`config.mk`:
```
export PLATFORM = sky130hd
export DESIGN_NAME = modbus_rtu_read_register_master
export DESIGN_NICKNAME = d
export VERILOG_FILES = /design/src/rtl/mbrtu_pkg.sv /design/src/rtl/mbrtu_front.sv /design/src/rtl/mbrtu_cmd_fifo.sv /design/src/rtl/mbrtu_back.sv /design/src/rtl/modbus_rtu_read_register_master.sv
export VERILOG_INCLUDE_DIRS = /design/src /design/src/rtl
export SDC_FILE = /design/constraint.sdc
export NUM_CORES = 1
export LEC_CHECK = 0
export ABC_AREA = 0
export BUFFER_PORTS_ARGS = -buffer_cell sky130_fd_sc_hd__buf_4
export CAP_MARGIN = 10
export CELL_PAD_IN_SITES_DETAIL_PLACEMENT = 1
export CELL_PAD_IN_SITES_GLOBAL_PLACEMENT = 2
export CORE_ASPECT_RATIO = 0.75
export CORE_UTILIZATION = 35
export DETAILED_ROUTE_END_ITERATION = 8
export PLACE_DENSITY_LB_ADDON = 0.15
export SYNTH_ARGS = -nofsm -noshare
export SYNTH_HDL_FRONTEND = slang
export SYNTH_SLANG_ARGS = --single-unit
```
`constraint.sdc`:
```
create_clock -name clk -period 17.7 [get_ports clk]
set_input_delay 3.54 -clock clk [delete_from_list [all_inputs] [get_ports clk]]
set_output_delay 3.54 -clock clk [all_outputs]
set_load 0.1 [all_outputs]
```
`src/rtl/modbus_rtu_read_register_master_macros.svh`:
```
// Assertion macros for the Modbus RTU read master top-level design file.
`ifndef MODBUS_RTU_READ_REGISTER_MASTER_MACROS_SVH
`define MODBUS_RTU_READ_REGISTER_MASTER_MACROS_SVH

// Same-cycle implication, sampled on clk and disabled while rst is high.
`define MBRTU_ASSERT_NOW(label, ante, cons, msg) \
  label: assert property (@(posedge clk) disable iff (rst) (ante) |-> (cons)) \
    else $error(msg);

// Next-cycle implication, sampled on clk and disabled while rst is high.
`define MBRTU_ASSERT_NEXT(label, ante, cons, msg) \
  label: assert property (@(posedge clk) disable iff (rst) (ante) |=> (cons)) \
    else $error(msg);

`endif

```
`src/rtl/mbrtu_pkg.sv`:
```
// Shared types, constants and the CRC-16 byte update for the Modbus RTU read master.
package mbrtu_pkg;

  localparam int QUEUE_DEPTH        = 2;
  localparam int MIN_RESPONSE_BYTES = 7;
  localparam int STORE_DEPTH        = 5;

  localparam int CFG_ADDR_W = 3;
  localparam int CFG_DATA_W = 32;
  localparam logic REG_TIMEOUT_TICKS = 1'b0;
  localparam logic [15:0] TIMEOUT_RESET = 16'd1000;

  localparam logic [15:0] CRC_INIT = 16'hFFFF;
  localparam logic [15:0] CRC_POLY = 16'hA001;
  localparam logic [7:0] FUNC_READ_HOLDING = 8'h03;
  localparam logic [7:0] QUANTITY_HI       = 8'h00;
  localparam logic [7:0] QUANTITY_LO       = 8'h01;
  localparam logic [7:0] BYTE_COUNT_ONE    = 8'h02;
  localparam logic [15:0] TICK_MAX         = 16'hFFFF;

  // Positions within the eight-byte request frame.
  localparam logic [2:0] FB_SLAVE  = 3'd0;
  localparam logic [2:0] FB_FUNC   = 3'd1;
  localparam logic [2:0] FB_REG_HI = 3'd2;
  localparam logic [2:0] FB_REG_LO = 3'd3;
  localparam logic [2:0] FB_QTY_HI = 3'd4;
  localparam logic [2:0] FB_QTY_LO = 3'd5;
  localparam logic [2:0] FB_CRC_LO = 3'd6;
  localparam logic [2:0] FB_CRC_HI = 3'd7;

  typedef enum logic [1:0] {
    OP_START   = 2'd0,
    OP_RX_BYTE = 2'd1,
    OP_TICK    = 2'd2
  } op_t;

  typedef enum logic [1:0] {
    ST_OK         = 2'd0,
    ST_BAD_HEADER = 2'd1,
    ST_BAD_COUNT  = 2'd2,
    ST_TIMEOUT    = 2'd3
  } status_t;

  typedef enum logic {
    KIND_TX     = 1'b0,
    KIND_REPORT = 1'b1
  } kind_t;

  // One unit of work for the back end: a frame to send or a report to give.
  typedef struct packed {
    logic        is_report;
    logic [7:0]  slave;
    logic [15:0] reg_addr;
    logic [15:0] value;
    status_t     status;
  } cmd_t;

  typedef struct packed {
    logic full;
    logic empty;
  } fifo_status_t;

  // Reflected CRC-16 over one byte, eight shift steps.
  function automatic logic [15:0] crc_update(input logic [15:0] crc_in,
                                             input logic [7:0] data);
    logic [15:0] c;
    c = crc_in ^ {8'h00, data};
    for (int b = 0; b < 8; b++) begin
      if (c[0]) begin
        c = (c >> 1) ^ CRC_POLY;
      end else begin
        c = c >> 1;
      end
    end
    return c;
  endfunction

endpackage

```
`src/rtl/mbrtu_front.sv`:
```
// Front end: tracks the pending read, collects response bytes and queues frames and reports.
module mbrtu_front import mbrtu_pkg::*; (
  input  logic         clk,
  input  logic         rst,
  input  logic         accept,
  input  logic [1:0]   operation,
  input  logic [7:0]   slave_address,
  input  logic [15:0]  register_address,
  input  logic [7:0]   rx_byte,
  input  logic [15:0]  timeout_ticks,
  output logic         push,
  output cmd_t         cmd,
  output logic         pending
);

  logic [7:0]  expected_slave, expected_slave_next;
  logic [2:0]  rx_count, rx_count_next;
  logic [15:0] tick_count, tick_count_next;
  logic        pending_next;
  logic [7:0]  rx_store [STORE_DEPTH];
  logic [7:0]  rx_view [STORE_DEPTH];
  logic        store_we;
  logic [2:0]  rx_count_inc;
  logic [15:0] tick_inc;
  op_t         op;

  assign op = op_t'(operation);
  assign rx_count_inc = rx_count + 3'd1;
  assign tick_inc = (tick_count != TICK_MAX) ? tick_count + 16'd1 : tick_count;

  // The byte being written this cycle is visible to the header check.
  always_comb begin
    for (int i = 0; i < STORE_DEPTH; i++) begin
      rx_view[i] = (store_we && rx_count == 3'(i)) ? rx_byte : rx_store[i];
    end
  end

  always_comb begin
    pending_next        = pending;
    expected_slave_next = expected_slave;
    rx_count_next       = rx_count;
    tick_count_next     = tick_count;
    store_we            = 1'b0;
    push                = 1'b0;
    cmd                 = '0;
    cmd.slave           = slave_address;
    cmd.reg_addr        = register_address;
    if (accept) begin
      case (op)
        OP_START: begin
          pending_next        = 1'b1;
          expected_slave_next = slave_address;
          rx_count_next       = '0;
          tick_count_next     = '0;
          push                = 1'b1;
        end
        OP_RX_BYTE: begin
          if (pending) begin
            store_we      = (rx_count < 3'(STORE_DEPTH));
            rx_count_next = rx_count_inc;
            if (rx_count_inc >= 3'(MIN_RESPONSE_BYTES)) begin
              pending_next  = 1'b0;
              rx_count_next = '0;
              push          = 1'b1;
              cmd.is_report = 1'b1;
              if (rx_view[0] != expected_slave || rx_view[1] != FUNC_READ_HOLDING) begin
                cmd.status = ST_BAD_HEADER;
              end else if (rx_view[2] != BYTE_COUNT_ONE) begin
                cmd.status = ST_BAD_COUNT;
              end else begin
                cmd.status = ST_OK;
                cmd.value  = {rx_view[3], rx_view[4]};
              end
            end
          end
        end
        OP_TICK: begin
          if (pending) begin
            tick_count_next = tick_inc;
            if (tick_inc >= timeout_ticks) begin
              pending_next  = 1'b0;
              rx_count_next = '0;
              push          = 1'b1;
              cmd.is_report = 1'b1;
              cmd.status    = ST_TIMEOUT;
            end
          end
        end
        default: begin
        end
      endcase
    end
  end

  always_ff @(posedge clk) begin
    if (rst) begin
      pending        <= 1'b0;
      expected_slave <= '0;
      rx_count       <= '0;
      tick_count     <= '0;
    end else begin
      pending        <= pending_next;
      expected_slave <= expected_slave_next;
      rx_count       <= rx_count_next;
      tick_count     <= tick_count_next;
    end
  end

  always_ff @(posedge clk) begin
    if (store_we) begin
      rx_store[rx_count] <= rx_byte;
    end
  end

endmodule

```
`src/rtl/mbrtu_cmd_fifo.sv`:
```
// Short command queue between the front end and the back end.
module mbrtu_cmd_fifo import mbrtu_pkg::*; #(
  parameter int DEPTH = QUEUE_DEPTH
) (
  input  logic         clk,
  input  logic         rst,
  input  logic         push,
  input  cmd_t         push_cmd,
  input  logic         pop,
  output cmd_t         head,
  output fifo_status_t fstat
);

  localparam int PtrW = (DEPTH > 1) ? $clog2(DEPTH) : 1;
  localparam int CntW = $clog2(DEPTH + 1);

  cmd_t            mem [DEPTH];
  logic [PtrW-1:0] wr_ptr, rd_ptr;
  logic [CntW-1:0] count;

  function automatic logic [PtrW-1:0] ptr_inc(input logic [PtrW-1:0] p);
    return (p == PtrW'(DEPTH - 1)) ? '0 : p + PtrW'(1);
  endfunction

  assign fstat.full  = (count == CntW'(DEPTH));
  assign fstat.empty = (count == '0);
  assign head        = mem[rd_ptr];

  always_ff @(posedge clk) begin
    if (rst) begin
      wr_ptr <= '0;
      rd_ptr <= '0;
      count  <= '0;
    end else begin
      if (push) begin
        wr_ptr <= ptr_inc(wr_ptr);
      end
      if (pop) begin
        rd_ptr <= ptr_inc(rd_ptr);
      end
      if (push && !pop) begin
        count <= count + CntW'(1);
      end else if (pop && !push) begin
        count <= count - CntW'(1);
      end
    end
  end

  always_ff @(posedge clk) begin
    if (push) begin
      mem[wr_ptr] <= push_cmd;
    end
  end

endmodule

```
`src/rtl/mbrtu_back.sv`:
```
// Back end: serializes request frames with a running CRC and delivers reports.
module mbrtu_back import mbrtu_pkg::*; (
  input  logic         clk,
  input  logic         rst,
  input  cmd_t         head,
  input  fifo_status_t fstat,
  output logic         pop,
  input  logic         out_ready,
  output logic         out_valid,
  output kind_t        out_kind,
  output logic [7:0]   out_tx_byte,
  output logic         out_last,
  output logic [15:0]  out_value,
  output status_t      out_status,
  output logic [2:0]   byte_idx
);

  logic [15:0] crc;
  logic        load;
  logic [7:0]  frame_byte;

  always_comb begin
    case (byte_idx)
      FB_SLAVE:  frame_byte = head.slave;
      FB_FUNC:   frame_byte = FUNC_READ_HOLDING;
      FB_REG_HI: frame_byte = head.reg_addr[15:8];
      FB_REG_LO: frame_byte = head.reg_addr[7:0];
      FB_QTY_HI: frame_byte = QUANTITY_HI;
      FB_QTY_LO: frame_byte = QUANTITY_LO;
      FB_CRC_LO: frame_byte = crc[7:0];
      FB_CRC_HI: frame_byte = crc[15:8];
      default:   frame_byte = '0;
    endcase
  end

  always_comb begin
    load = (!out_valid || out_ready) && !fstat.empty;
    pop  = load && (head.is_report || byte_idx == FB_CRC_HI);
  end

  always_ff @(posedge clk) begin
    if (rst) begin
      out_valid <= 1'b0;
      byte_idx  <= '0;
    end else if (load) begin
      out_valid <= 1'b1;
      byte_idx  <= head.is_report ? '0 : byte_idx + 3'd1;
    end else if (out_ready) begin
      out_valid <= 1'b0;
    end
  end

  always_ff @(posedge clk) begin
    if (load) begin
      if (head.is_report) begin
        out_kind    <= KIND_REPORT;
        out_tx_byte <= '0;
        out_last    <= 1'b0;
        out_value   <= head.value;
        out_status  <= head.status;
      end else begin
        out_kind    <= KIND_TX;
        out_tx_byte <= frame_byte;
        out_last    <= (byte_idx == FB_CRC_HI);
        out_value   <= '0;
        out_status  <= ST_OK;
        if (byte_idx < FB_CRC_LO) begin
          crc <= crc_update((byte_idx == FB_SLAVE) ? CRC_INIT : crc, frame_byte);
        end
      end
    end
  end

endmodule

```
`src/rtl/modbus_rtu_read_register_master.sv`:
```
// Top level of the Modbus RTU single holding register read master.
//
//   Channel   Direction  Handshake            Payload
//   apb       in/out     psel/penable/pready  paddr, pwdata, prdata (timeout_ticks)
//   in        in         in_valid/in_ready    operation, slave_address,
//                                             register_address, rx_byte
//   out       out        out_valid/out_ready  kind, tx_byte, last_byte,
//                                             read_value, status
//
// A start transaction produces eight output transactions, one per cycle while out_ready
// holds, from the back end frame serializer and its one-byte-per-cycle CRC update; a new
// start is taken while a frame is still serialized if the queue has room. A report is
// registered at the output once it reaches the queue head and the output is free.
// Reset is synchronous and clears all control state; there is no clearing pass.
// A stalled output holds its register, the command queue absorbs QUEUE_DEPTH
// entries, and in_ready falls only when that queue is full.
`include "modbus_rtu_read_register_master_macros.svh"

module modbus_rtu_read_register_master import mbrtu_pkg::*; #(
  parameter int QDEPTH = QUEUE_DEPTH
) (
  input  logic                  clk,
  input  logic                  rst,
  input  logic                  psel,
  input  logic                  penable,
  input  logic                  pwrite,
  input  logic [CFG_ADDR_W-1:0] paddr,
  input  logic [CFG_DATA_W-1:0] pwdata,
  output logic [CFG_DATA_W-1:0] prdata,
  output logic                  pready,
  input  logic                  in_valid,
  output logic                  in_ready,
  input  logic [1:0]            operation,
  input  logic [7:0]            slave_address,
  input  logic [15:0]           register_address,
  input  logic [7:0]            rx_byte,
  output logic                  out_valid,
  input  logic                  out_ready,
  output logic                  kind,
  output logic [7:0]            tx_byte,
  output logic                  last_byte,
  output logic [15:0]           read_value,
  output logic [1:0]            status
);

  logic [15:0]  timeout_ticks;
  logic         cfg_sel;
  logic         in_accept;
  logic         push;
  logic         pop;
  logic         pending;
  cmd_t         push_cmd;
  cmd_t         head;
  fifo_status_t fstat;
  kind_t        out_kind;
  status_t      out_status;
  logic [2:0]   byte_idx;

  // The timeout register sits at byte address zero; the word index is paddr[2].
  assign pready  = 1'b1;
  assign cfg_sel = (paddr[CFG_ADDR_W-1] == REG_TIMEOUT_TICKS);
  assign prdata  = cfg_sel ? {{(CFG_DATA_W - 16){1'b0}}, timeout_ticks} : '0;

  always_ff @(posedge clk) begin
    if (rst) begin
      timeout_ticks <= TIMEOUT_RESET;
    end else if (psel && penable && pwrite && pready && cfg_sel) begin
      timeout_ticks <= pwdata[15:0];
    end
  end

  // The front end takes a new transaction whenever the queue has room, even while
  // a frame is still being serialized or a result waits at the output.
  assign in_ready  = !fstat.full;
  assign in_accept = in_valid && in_ready;

  mbrtu_front u_front (
    .clk              (clk),
    .rst              (rst),
    .accept           (in_accept),
    .operation        (operation),
    .slave_address    (slave_address),
    .register_address (register_address),
    .rx_byte          (rx_byte),
    .timeout_ticks    (timeout_ticks),
    .push             (push),
    .cmd              (push_cmd),
    .pending          (pending)
  );

  mbrtu_cmd_fifo #(
    .DEPTH (QDEPTH)
  ) u_fifo (
    .clk      (clk),
    .rst      (rst),
    .push     (push),
    .push_cmd (push_cmd),
    .pop      (pop),
    .head     (head),
    .fstat    (fstat)
  );

  mbrtu_back u_back (
    .clk         (clk),
    .rst         (rst),
    .head        (head),
    .fstat       (fstat),
    .pop         (pop),
    .out_ready   (out_ready),
    .out_valid   (out_valid),
    .out_kind    (out_kind),
    .out_tx_byte (tx_byte),
    .out_last    (last_byte),
    .out_value   (read_value),
    .out_status  (out_status),
    .byte_idx    (byte_idx)
  );

  assign kind   = out_kind;
  assign status = out_status;

  // The queue must never be written while full.
  `MBRTU_ASSERT_NOW(a_no_overflow, push, !fstat.full, "command queue overflow")

  // A frame in progress always has its command still at the queue head.
  `MBRTU_ASSERT_NOW(a_frame_has_cmd, byte_idx != FB_SLAVE, !fstat.empty && !head.is_report,
    "frame serializer running without a frame command")

  // Queuing a report always ends the pending read.
  `MBRTU_ASSERT_NEXT(a_report_ends_read, push && push_cmd.is_report, !pending,
    "read still pending after its report was queued")

endmodule
```
# Word-level counts from Yosys, hierarchy flattened
# Memories as Yosys holds them, arrays and structs flattened. A register that Yosys moved wholly into a read port is not among the register bits.
# Cells that the tools add are included.
# W data, S select, Z words.
classes:
  n_eq_ne: 21
  addsub: 7
  n_lt_le_gt_ge: 4
  mux: 86
  bitwise_logic: 11
  reduce_logical: 34
op_table:
  columns: ["cell", "count"]
  rows:
  - ["$mux W16", 35]
  - ["$pmux W8 S8", 1]
  - ["$mux W18", 3]
  - ["$mux W8", 5]
  - ["$pmux W16 S2", 1]
  - ["$mux W1", 24]
  - ["$not A2 Y3", 8]
  - ["$add A16 B1 Y16 const B", 1]
  - ["$ge A16 B16 Y1", 1]
  - ["$ne A16 B16 Y1 const B", 1]
  - ["$ne A8 B2 Y1 const B", 2]
  - ["$xor A16 B8 Y16", 1]
  - ["$eq A3 B3 Y1 const B", 5]
  - ["$mux W3", 5]
  - ["$mux W14", 1]
  - ["$logic_and A1 B1 Y1", 13]
  - ["$eq A3 B2 Y1 const B", 4]
  - ["$mux W2", 6]
  - ["$pmux W3 S3", 1]
  - ["$ne A8 B8 Y1", 1]
  - ["$add A3 B1 Y3 const B", 2]
  - ["$eq A3 B1 Y1 const B", 2]
  - ["$logic_not A3 Y1", 2]
  - ["$lt A3 B3 Y1 const B", 2]
  - ["19 further kinds", 36]
word_totals:
  word_cells: 182
  out_inout_bits: 63
  n_memories: 2
  reg_bits: 96
  mem_bits_rw: 126
mem_list:
  columns: ["memory", "words", "word_bits", "rd", "rd_clocked_by_memory_dff", "wr", "line_no", "text"]
  rows:
  - ["u_fifo.mem", 2, 43, 1, 1, 1, "mbrtu_cmd_fifo.sv:17", "cmd_t mem [DEPTH];"]
  - ["u_front.rx_store", 5, 8, 5, 0, 1, "mbrtu_front.sv:20", "logic [7:0] rx_store [STORE_DEPTH];"]

# Logic depth before layout (Yosys ltp)
# Gate-level depths: netlist of the first run.
logic_depth:
  depth_word: 40
  depth_mapped: 20
  depth_no_buf: 18

# Hierarchy
# A second synthesis of the first run with hierarchy kept.
hier_totals:
  hier_cells: 892
  area_unflattened_um2: 10920.5
modules_own_cells:
  columns: ["module", "area_per_inst_um2", "cells_each", "n_inst", "seq_area_each_um2"]
  rows:
  - ["mbrtu_front", 4169.0, 428, 1, 1761.7]
  - ["mbrtu_cmd_fifo", 3309.4, 156, 1, 2682.6]
  - ["mbrtu_back", 2474.9, 200, 1, 1401.3]
  - ["modbus_rtu_read_register_master", 967.2, 108, 1, 320.3]

# Least setup slack after synthesis of the first run
# OpenSTA, ideal clock, no wires.
synth_timing:
  path_kind: "in2out"
  start: "input port paddr[2]"
  end: "output port prdata[10]"
  stages: 3
  setup_slack_ps: 8989
  n_path_buf: 2
  t_arrival_ps: 5171
  required_time_ps: 14160
  cell_sequence: "clkbuf_1 -> clkbuf_1 -> nor2_1"
synth_between:
  elab_chain_cells: 1
synth_lines:
  columns: ["item", "line_no", "text"]
  rows:
  - ["start: declaration", "modbus_rtu_read_register_master.sv:27", "input logic [CFG_ADDR_W-1:0] paddr,"]
  - ["$mux W16", "modbus_rtu_read_register_master.sv:62", "assign prdata = cfg_sel ? {{(CFG_DATA_W - 16){1'b0}}, timeout_ticks} : '0;"]
  - ["end: declaration", "modbus_rtu_read_register_master.sv:29", "output logic [CFG_DATA_W-1:0] prdata,"]
# No other way between the ends.

# Worst setup path in the final report of the first run
layout_timing:
  start: "input port paddr[2]"
  end: "output port prdata[0]"
# The elaborated chain is that of the path after synthesis.

==> results.md, run 1 <==
* H-Tree Depth at 1
* Fill cell count at between 3k and 4k
* Min setup slack post-route at 10.01 ns
* Slew HR at 0.446
* Initial core utilization at 0.357
* Worst-margin pin slew at ~0.83 ns
* Clk buf depth at 3
* Final hold slack at around 0.46 ns
* Core area at 0.0291 mm^2
* Reg area at 0.00617 mm^2
* YS warnings at 0
* Die Height at approximately 150 um
* Port buffer count at between 100 and 150
* Leading area contributor after synthesis: edfxtp_1
* Iteration count of the initial detailed-routing pass at 5
* # resized after CTS at 0
* Synth top area cells: edfxtp_1, dfxtp_1, mux2i_1
* Synth Flop Type: edfxtp_1
* Critical Path RT at between 10 and 15 ns
* DR vias/cell at 4.88
* Final min period at 7.69 ns
* Final Setup Violations at 0
* Critical path startpoint category: input pin
* Status: complete, no violations
* Area Overhead vs Synth at 18.4%
* Vias in the first global route at roughly 6.6k
* Number of placed cells counting well taps at around 1.3k
* Worst min-delay path class: reg2reg
* Seq cells post-synth at around 220
* Fmax at ~130 MHz
* Final Hold Vio Count at 0
* Post-Synthesis Cells at between 800 and 900
* GRT Residual Overflow at 0
* Library cells used by synthesis at 73
* Share of cells above drive strength 1 at 0.195
* Setup TNS at 0 ns
* I/O pin count at around 140
* Peak supply drop at about 77 uV
* Routability cong. at between 0.7 and 0.8
* Final WL at around 25,000 um
* Worst setup EP type: output port
* Leak Pwr at ~4.5 nW
* Post-Synthesis Cell Area at between 0.01 and 0.015 mm^2
* Clock skew at 0.0103 ns
* Post-synthesis sequential area ratio at 0.593
* Max cap viols at 0
* Setup WS pre-CTS at 10.02 ns
* Syn Area/Cell at roughly 12 um^2
* Async SR Flop Fraction at 0
* Antenna violations before repair at 0
* Total Nets Final at 1,068
* Routed wire per std cell at 18.4 um
* First-pass GRT wire length at approximately 39,000 um
* Final Core Density at 0.423
* Post-DP HPWL at between 15,000 and 20,000 um
* Non-Filler Instances at 1,367
* CP Max Fanout at 18
* Area occupied by multi-input gates at 0.00388 mm^2
* Antenna violation net count after detailed routing at 0
* Total GRT Usage at 0.166
* TritonCTS clock tree: done
* Root Buffer: clkbuf_16
* CTS sink cnt at ~220
* Unrepaired setup endpoints after global routing: no
* Crit Path Class: in2out
* Hold_buf cts at 0
* CP arrival at 4.15 ns
* DRT iter0 DRCs at between 400 and 500
* Largest net degree at the start of global routing at 55
* Rows at 54
* Pwr Density at about 150 mW/mm^2
* Clock slew at reported path FFs at roughly 0.060 ns
* Slew Viols, Final at 0
* Skew-Pair Late Insertion Delay at around 0.53 ns
* DR vias at 6,673
* DRC Markers at 0
* Die Wd at roughly 200 um
* Die area at 0.0304 mm^2
* Number of synthesized flops with an enable pin at 170
* Yosys top cell area share at 0.491
* Period utilization at 0.434
* ANT cells at 0
* Post-CTS setup buffers at 0
* CTS buffer count at 24
-- cell families after synthesis --
group           share of synthesized area
simple gates                        0.137
other cells                      0.000722
fa+ha+maj                          0.0397
flops                               0.593
buf+inv                            0.0400
mux                                0.0701
compound gates                     0.0770
xor+xnor                           0.0427
-- where the power goes --
part | internal, W | switching [W] | total [W]
combinational | 0.000176 | 0.000451 | 0.000628
sequential | 0.000659 | 0.0000301 | 0.000689
clock | 0.000307 | 0.000212 | 0.000519
total | 0.00114 | 0.000693 | 0.00184
-- state kept, by name (all words and copies together) (netlist names), named ones only --
signal / count
u_back.out_tx_byte: 8
u_front.rx_count: 3
u_fifo.mem: 86
u_back.out_last: 1
u_fifo.count: 2
u_back.out_value: 16
u_front.tick_count: 16
u_fifo.rd_ptr: 1
u_front.rx_store: 40
u_back.byte_idx: 3
u_front.expected_slave: 8
u_back.out_valid: 1
u_fifo.wr_ptr: 1
u_front.pending: 1
u_back.out_status: 2
u_back.out_kind: 1
u_back.crc: 16
timeout_ticks: 16
-- per-stage QoR --
stage	instance area, um^2	total power (W)
4_1_cts	12300	0.00186
2_1_floorplan	10500	0.00119
3_5_place_dp	11500	0.00133
6_report	12300	0.00184
3_3_place_gp	11500	0.00133
5_1_grt	12300	0.00192
-- cells in the final DEF, fill, tap and decap left out, types with 6 or more instances in the layout --
master | synthesis | routed
xnor2_1 | 35 | 35
mux2_2 | 9 | 9
xor2_1 | 12 | 12
a21oi_1 | 50 | 50
ha_1 | 33 | 33
nor2_4 | 10 | 10
nand4_1 | 6 | 6
nor4_1 | 6 | 6
edfxtp_1 | 170 | 170
dfxtp_1 | 53 | 52
and2_1 | 11 | 10
nand3_1 | 16 | 16
inv_1 | 33 | 33
o21ai_0 | 16 | 16
a211o_1 | 6 | 6
conb_1 | 2 | 17
mux2i_1 | 57 | 56
buf_4 | 20 | 110
or2_2 | 6 | 6
or3_1 | 8 | 8
nand2_1 | 61 | 61
clkbuf_16 | 0 | 24
nor2_1 | 109 | 109
nor3_1 | 8 | 8
-- layer usage --
metal / track usage / wire (um) / up-vias / part of all wire
li1: - / - / 3246 / -
met1: 0.253 / 13100 / 3279 / 0.52
met2: 0.246 / 10600 / 117 / 0.42
met3: 0.0252 / 953 / 31 / 0.038
met4: 0.0385 / 519 / 0 / 0.021
met5: 0 / 0 / - / 0
-- synthesized netlist by cell type (3+ instances only) --
cell / n
edfxtp_1: 170
nor2_1: 109
nand2_1: 61
mux2i_1: 57
dfxtp_1: 53
a21oi_1: 50
xnor2_1: 35
ha_1: 33
inv_1: 33
clkbuf_1: 22
buf_4: 20
nand3_1: 16
o21ai_0: 16
xor2_1: 12
and2_1: 11
nor2_4: 10
mux2_2: 9
nor3_1: 8
or3_1: 8
a211o_1: 6
nand4_1: 6
nor2b_1: 6
nor4_1: 6
or2_2: 6
a21o_1: 5
mux2_1: 5
o21ai_1: 5
a222oi_1: 4
a32oi_1: 4
nand2b_1: 4
o221ai_1: 4
a22oi_1: 3
and3_1: 3
buf_1: 3
nor4b_1: 3
-- worst paths after layout --
| path | from | endpoint | slack, ns | cells after the start |
|---|---|---|---|---|
| setup / recovery | paddr[2] | prdata[0] | 10.01 | 3 |
| hold / removal | timeout_ticks[13] | timeout_ticks[13] | 0.46 | 2 |
| setup reg to reg | u_front.tick_count[3] | u_fifo.mem[0][24] | 12.56 | 14 |
| hold reg to reg | timeout_ticks[13] | timeout_ticks[13] | 0.46 | 2 |
-- final cells by class --
cell class	count	area share
sequential	223	0.501
multi-input combinational	566	0.315
timing repair buffer	110	0.0671
clock buffer	27	0.0497
tap	392	0.0398
clock inverter	15	0.0154
inverter	34	0.0115
-- critical path, stage by stage --
cell and delay [ns]:
buf_4 0.17, nor2b_1 0.13, buf_4 0.30
No activity file was read; power rests on OpenSTA's default activity.
==> inputs of run 2 (changes only) <==
--- a/config.mk
+++ b/config.mk
@@ -6,7 +6,7 @@
 export SDC_FILE = /design/constraint.sdc
 export NUM_CORES = 1
 export LEC_CHECK = 0
-export ABC_AREA = 0
+export ABC_AREA = 1
 export BUFFER_PORTS_ARGS = -buffer_cell sky130_fd_sc_hd__buf_4
 export CAP_MARGIN = 10
 export CELL_PAD_IN_SITES_DETAIL_PLACEMENT = 1
==> constraint.sdc (replaced) <==
create_clock -name clk -period 7.5 [get_ports clk]
set_input_delay 1.5 -clock clk [delete_from_list [all_inputs] [get_ports clk]]
set_output_delay 1.5 -clock clk [all_outputs]
set_load 0.1 [all_outputs]
==> run 2 against run 1 <==
  * The flow now finishes with violations (design-rule violations)
  * Power rose by 150%
  * Routed wire length grew 13%
  * Register-to-register slack worse by 9.7 ns
  * Worst hold slack better by 0.024 ns
  * Clock skew up 0.0058 ns
  * Sequential cell count did not move
  * Die area grew 5.2%
  * Area after synthesis rose by 5.3%
  * Sequential power grew 130%
  * Setup slack worse by 7.2 ns
  * Critical path type is now reg2reg
  * Largest cell class unchanged
  * Highest routed layer unchanged
==> results.md, run 2 <==
* Share of cells above drive strength 1 at 0.160 (-0.0351)
* Unrepaired setup endpoints after global routing: no
* Number of placed cells counting well taps at 1,669 (+26%)
* DRC Markers at 16 (+16)
* Post-Synthesis Cell Area at 0.0109 mm^2 (+5.3%)
* CP max stage delay at 0.61 ns (+0.31 ns)
* Worst-margin pin slew at 1.04 ns (+0.213 ns)
* Routability cong. at 0.758 (-2.5%)
* Clock skew at 0.0160 ns (+0.00576 ns)
* CTS buffer count at 24 (unchanged)
* Worst path cell trace: ha_1 -> nand3_1 -> nor2_1 -> nand4_1 -> inv_1 -> nor4_1 -> nand2_1 -> xnor2_1 -> ha_1 -> nand2_1 -> nor3_1 -> nand2_1 -> nand3_1 -> nand2_1 -> nand3_1 -> nand2_1 -> nor2_4 -> buf_4
* Slew Viols, Final at 0 (unchanged)
* Antenna violations before repair at 0 (unchanged)
* Routed wire per std cell at 16.5 um (-9.9%)
* Library cells used by synthesis at 45 (-38%)
* Failing checks: design-rule violations
* Worst min-delay path class: reg2reg
* Max cap viols at 0 (unchanged)
* Worst setup EP type: flip-flop
* Most common cell after layout, fill and taps aside: nand2_1
* Fmax at between 200 and 250 MHz
* Slew HR at 0.301 (-0.146)
* Antenna violation net count after detailed routing at 0 (unchanged)
* Vias in the first global route at 8,298 (+25%)
* Async SR Flop Fraction at 0 (unchanged)
* Most frequent cell after synthesis: nand2_1
* # resized after CTS at 0 (unchanged)
* DR vias at 8,165 (+22%)
* Total Nets Final at 1,405 (+32%)
* CP Depth at 18 (+15)
* Die area at 0.0320 mm^2 (+5.2%)
* Family with the most delay on the worst path: simple AND/OR/NAND/NOR gates
* DRT iter0 DRCs at 337 (-17%)
* Seq cells post-synth at 223 (unchanged)
* CP arrival at 4.83 ns (+0.68 ns)
* Die Wd at 206 um (+2.6%)
* Reg-to-Reg Start: u_front.tick_count[0]
* Post-synthesis sequential area ratio at 0.563 (-0.0298)
* Initial core utilization at 0.359 (+0.00207)
* Hold_buf cts at 0 (unchanged)
* TritonCTS clock tree: done
* Core area at 0.0305 mm^2 (+4.7%)
* Port buffer count at 103 (unchanged)
* Total GRT Usage at 0.182 (+0.0158)
* Rows at 55 (+1.9%)
* CP dominant cell by count: nand2_1
* Skew-Pair Late Insertion Delay at 0.53 ns (about the same)
* DR vias/cell at 4.77 (-2.4%)
* Final Setup Violations at 0 (unchanged)
* CP Max Fanout at 23 (+5)
* Synth top area cells: edfxtp_1, nand2_1, dfxtp_1
* Top reg by flops: u_fifo.mem
* R2R cell count at 18 (+4)
* Final Hold Vio Count at 0 (unchanged)
* CP startpoint: u_front.tick_count[0]
* CTS sink cnt at 223 (unchanged)
* Largest net degree at the start of global routing at 47 (-15%)
* Registers with the most flip-flops: u_fifo.mem: 86 flops, u_front.rx_store: 40 flops
* Setup TNS at 0 ns (unchanged)
* H-Tree Depth at 1 (unchanged)
* Non-Filler Instances at 1,713 (+25%)
* Slowest-stage cell, CP: nor2_4
* Post-CTS setup buffers at 0 (unchanged)
* Post-DP Area at 0.0121 mm^2 (+4.8%)
* YS warnings at 0 (unchanged)
* Iteration count of the initial detailed-routing pass at 6 (+1)
* Status: complete, but fails checks
* Yosys top cell area share at 0.466 (-0.0247)
* Number of synthesized flops with an enable pin at 170 (unchanged)
* Clock slew at reported path FFs at 0.07 ns (about the same)
* Final WL at 28,300 um (+13%)
* Final Power at 0.00453 W (+150%)
* Worst path bufs/invs at 2 (unchanged)
* Crit Path Class: reg2reg
* R2R Setup Slk at 2.85 ns (-9.71 ns)
* Fin area at 0.0129 mm^2 (+4.9%)
* Final min period at roughly 4.6 ns
* Die Height at 155 um (+2.6%)
* ANT cells at 0 (unchanged)
* Peak supply drop at 160 uV (+110%)
* Worst reg2reg path endpoint: u_fifo.mem[1][4]
* Synth Flop Type: edfxtp_1
* Post-Synthesis Cells at 1,194 (+39%)
* Critical path startpoint category: flip-flop
* Syn Area/Cell at 9.17 um^2 (-25%)
* Leak Pwr at 5.34 nW (+19%)
* Period utilization at 0.620
* Post-synth top cells: nand2_1, edfxtp_1, inv_1
* I/O pin count at 139 (unchanged)
* Critical Path RT at 7.68 ns (-6.48 ns)
* Pwr Density at 351 mW/mm^2 (+140%)
* Leading area contributor after synthesis: edfxtp_1
* Final Core Density at 0.423 (+0.000734)
* Max reg flops at 86 (unchanged)
* Root Buffer: clkbuf_16
* GRT Residual Overflow at 0 (unchanged)
* Clk buf depth at 3 (unchanged)
* First-pass GRT wire length at 45,200 um (+15%)
* CP Capture Point: u_fifo.mem[1][4]
* WHS Path Cells at 2 (unchanged)
* Area Overhead vs Synth at 17.9%
* Post-DP HPWL at 20,400 um (+16%)
* Most frequent cells in the layout: nand2_1, edfxtp_1, inv_1, buf_4, nor2_1
-- run 2: cells by family after synthesis --
logic type               count (synthesis)  share of synthesized area
flip-flops                             223                      0.563
buffers and inverters                  202                     0.0808
XOR/XNOR                                18                     0.0144
adder cells (fa/ha/maj)                 33                     0.0377
other                                    2                   0.000686
AO/OA/AOI/OAI                          161                     0.0789
AND/OR/NAND/NOR                        555                      0.224
-- run 2: power breakdown --
group | switching, W | internal [W] | leakage, nW
logic | 0.00129 | 0.000355 | 2.99
registers | 0.0000571 | 0.00156 | 1.95
clock network | 0.000510 | 0.000763 | 0.395
total | 0.00185 | 0.00268 | 5.34
-- run 2: area by class of cell --
type                       instances  area [um^2]
clock buffer                      26          608
clock inverter                    18          239
fill                            3592        17600
inverter                         149          562
multi-input combinational        784         3980
sequential                       223         6170
tap                              399          499
timing repair buffer             114          856
-- run 2: stage by stage --
step	hold WS [ns]	worst slack, ns
finish	0.480	2.85
global route	0.512	2.40
CTS	0.482	2.78
detailed placement	0.476	2.75
global placement	0.460	2.81
floorplan	0.442	2.71
-- run 2: worst min-delay path, cell delays in order (launching register included) --
cell	delay, ns
dfxtp_1	0.30
inv_1	0.07
a21oi_1	0.06
-- run 2: worst min path at each step --
| stage | start | end | slack, ns |
|---|---|---|---|
| global route | u_front.tick_count[11] | u_front.tick_count[11] | 0.51 |
| global placement | u_fifo.rd_ptr | flip-flop | 0.46 |
| CTS | u_fifo.rd_ptr | u_fifo.rd_ptr | 0.48 |
| detailed placement | u_fifo.rd_ptr | u_fifo.rd_ptr | 0.48 |
| finish | u_fifo.rd_ptr | u_fifo.rd_ptr | 0.48 |
| floorplan | u_front.expected_slave[3] | u_front.expected_slave[3] | 0.44 |
-- run 2: metal layers --
metal | vias up | routed length [um] | track usage
li1 | 4113 | - | -
met1 | 3890 | 14900 | 0.275
met2 | 135 | 12000 | 0.277
met3 | 27 | 1050 | 0.0239
met4 | 0 | 421 | 0.0333
met5 | - | 0 | 0
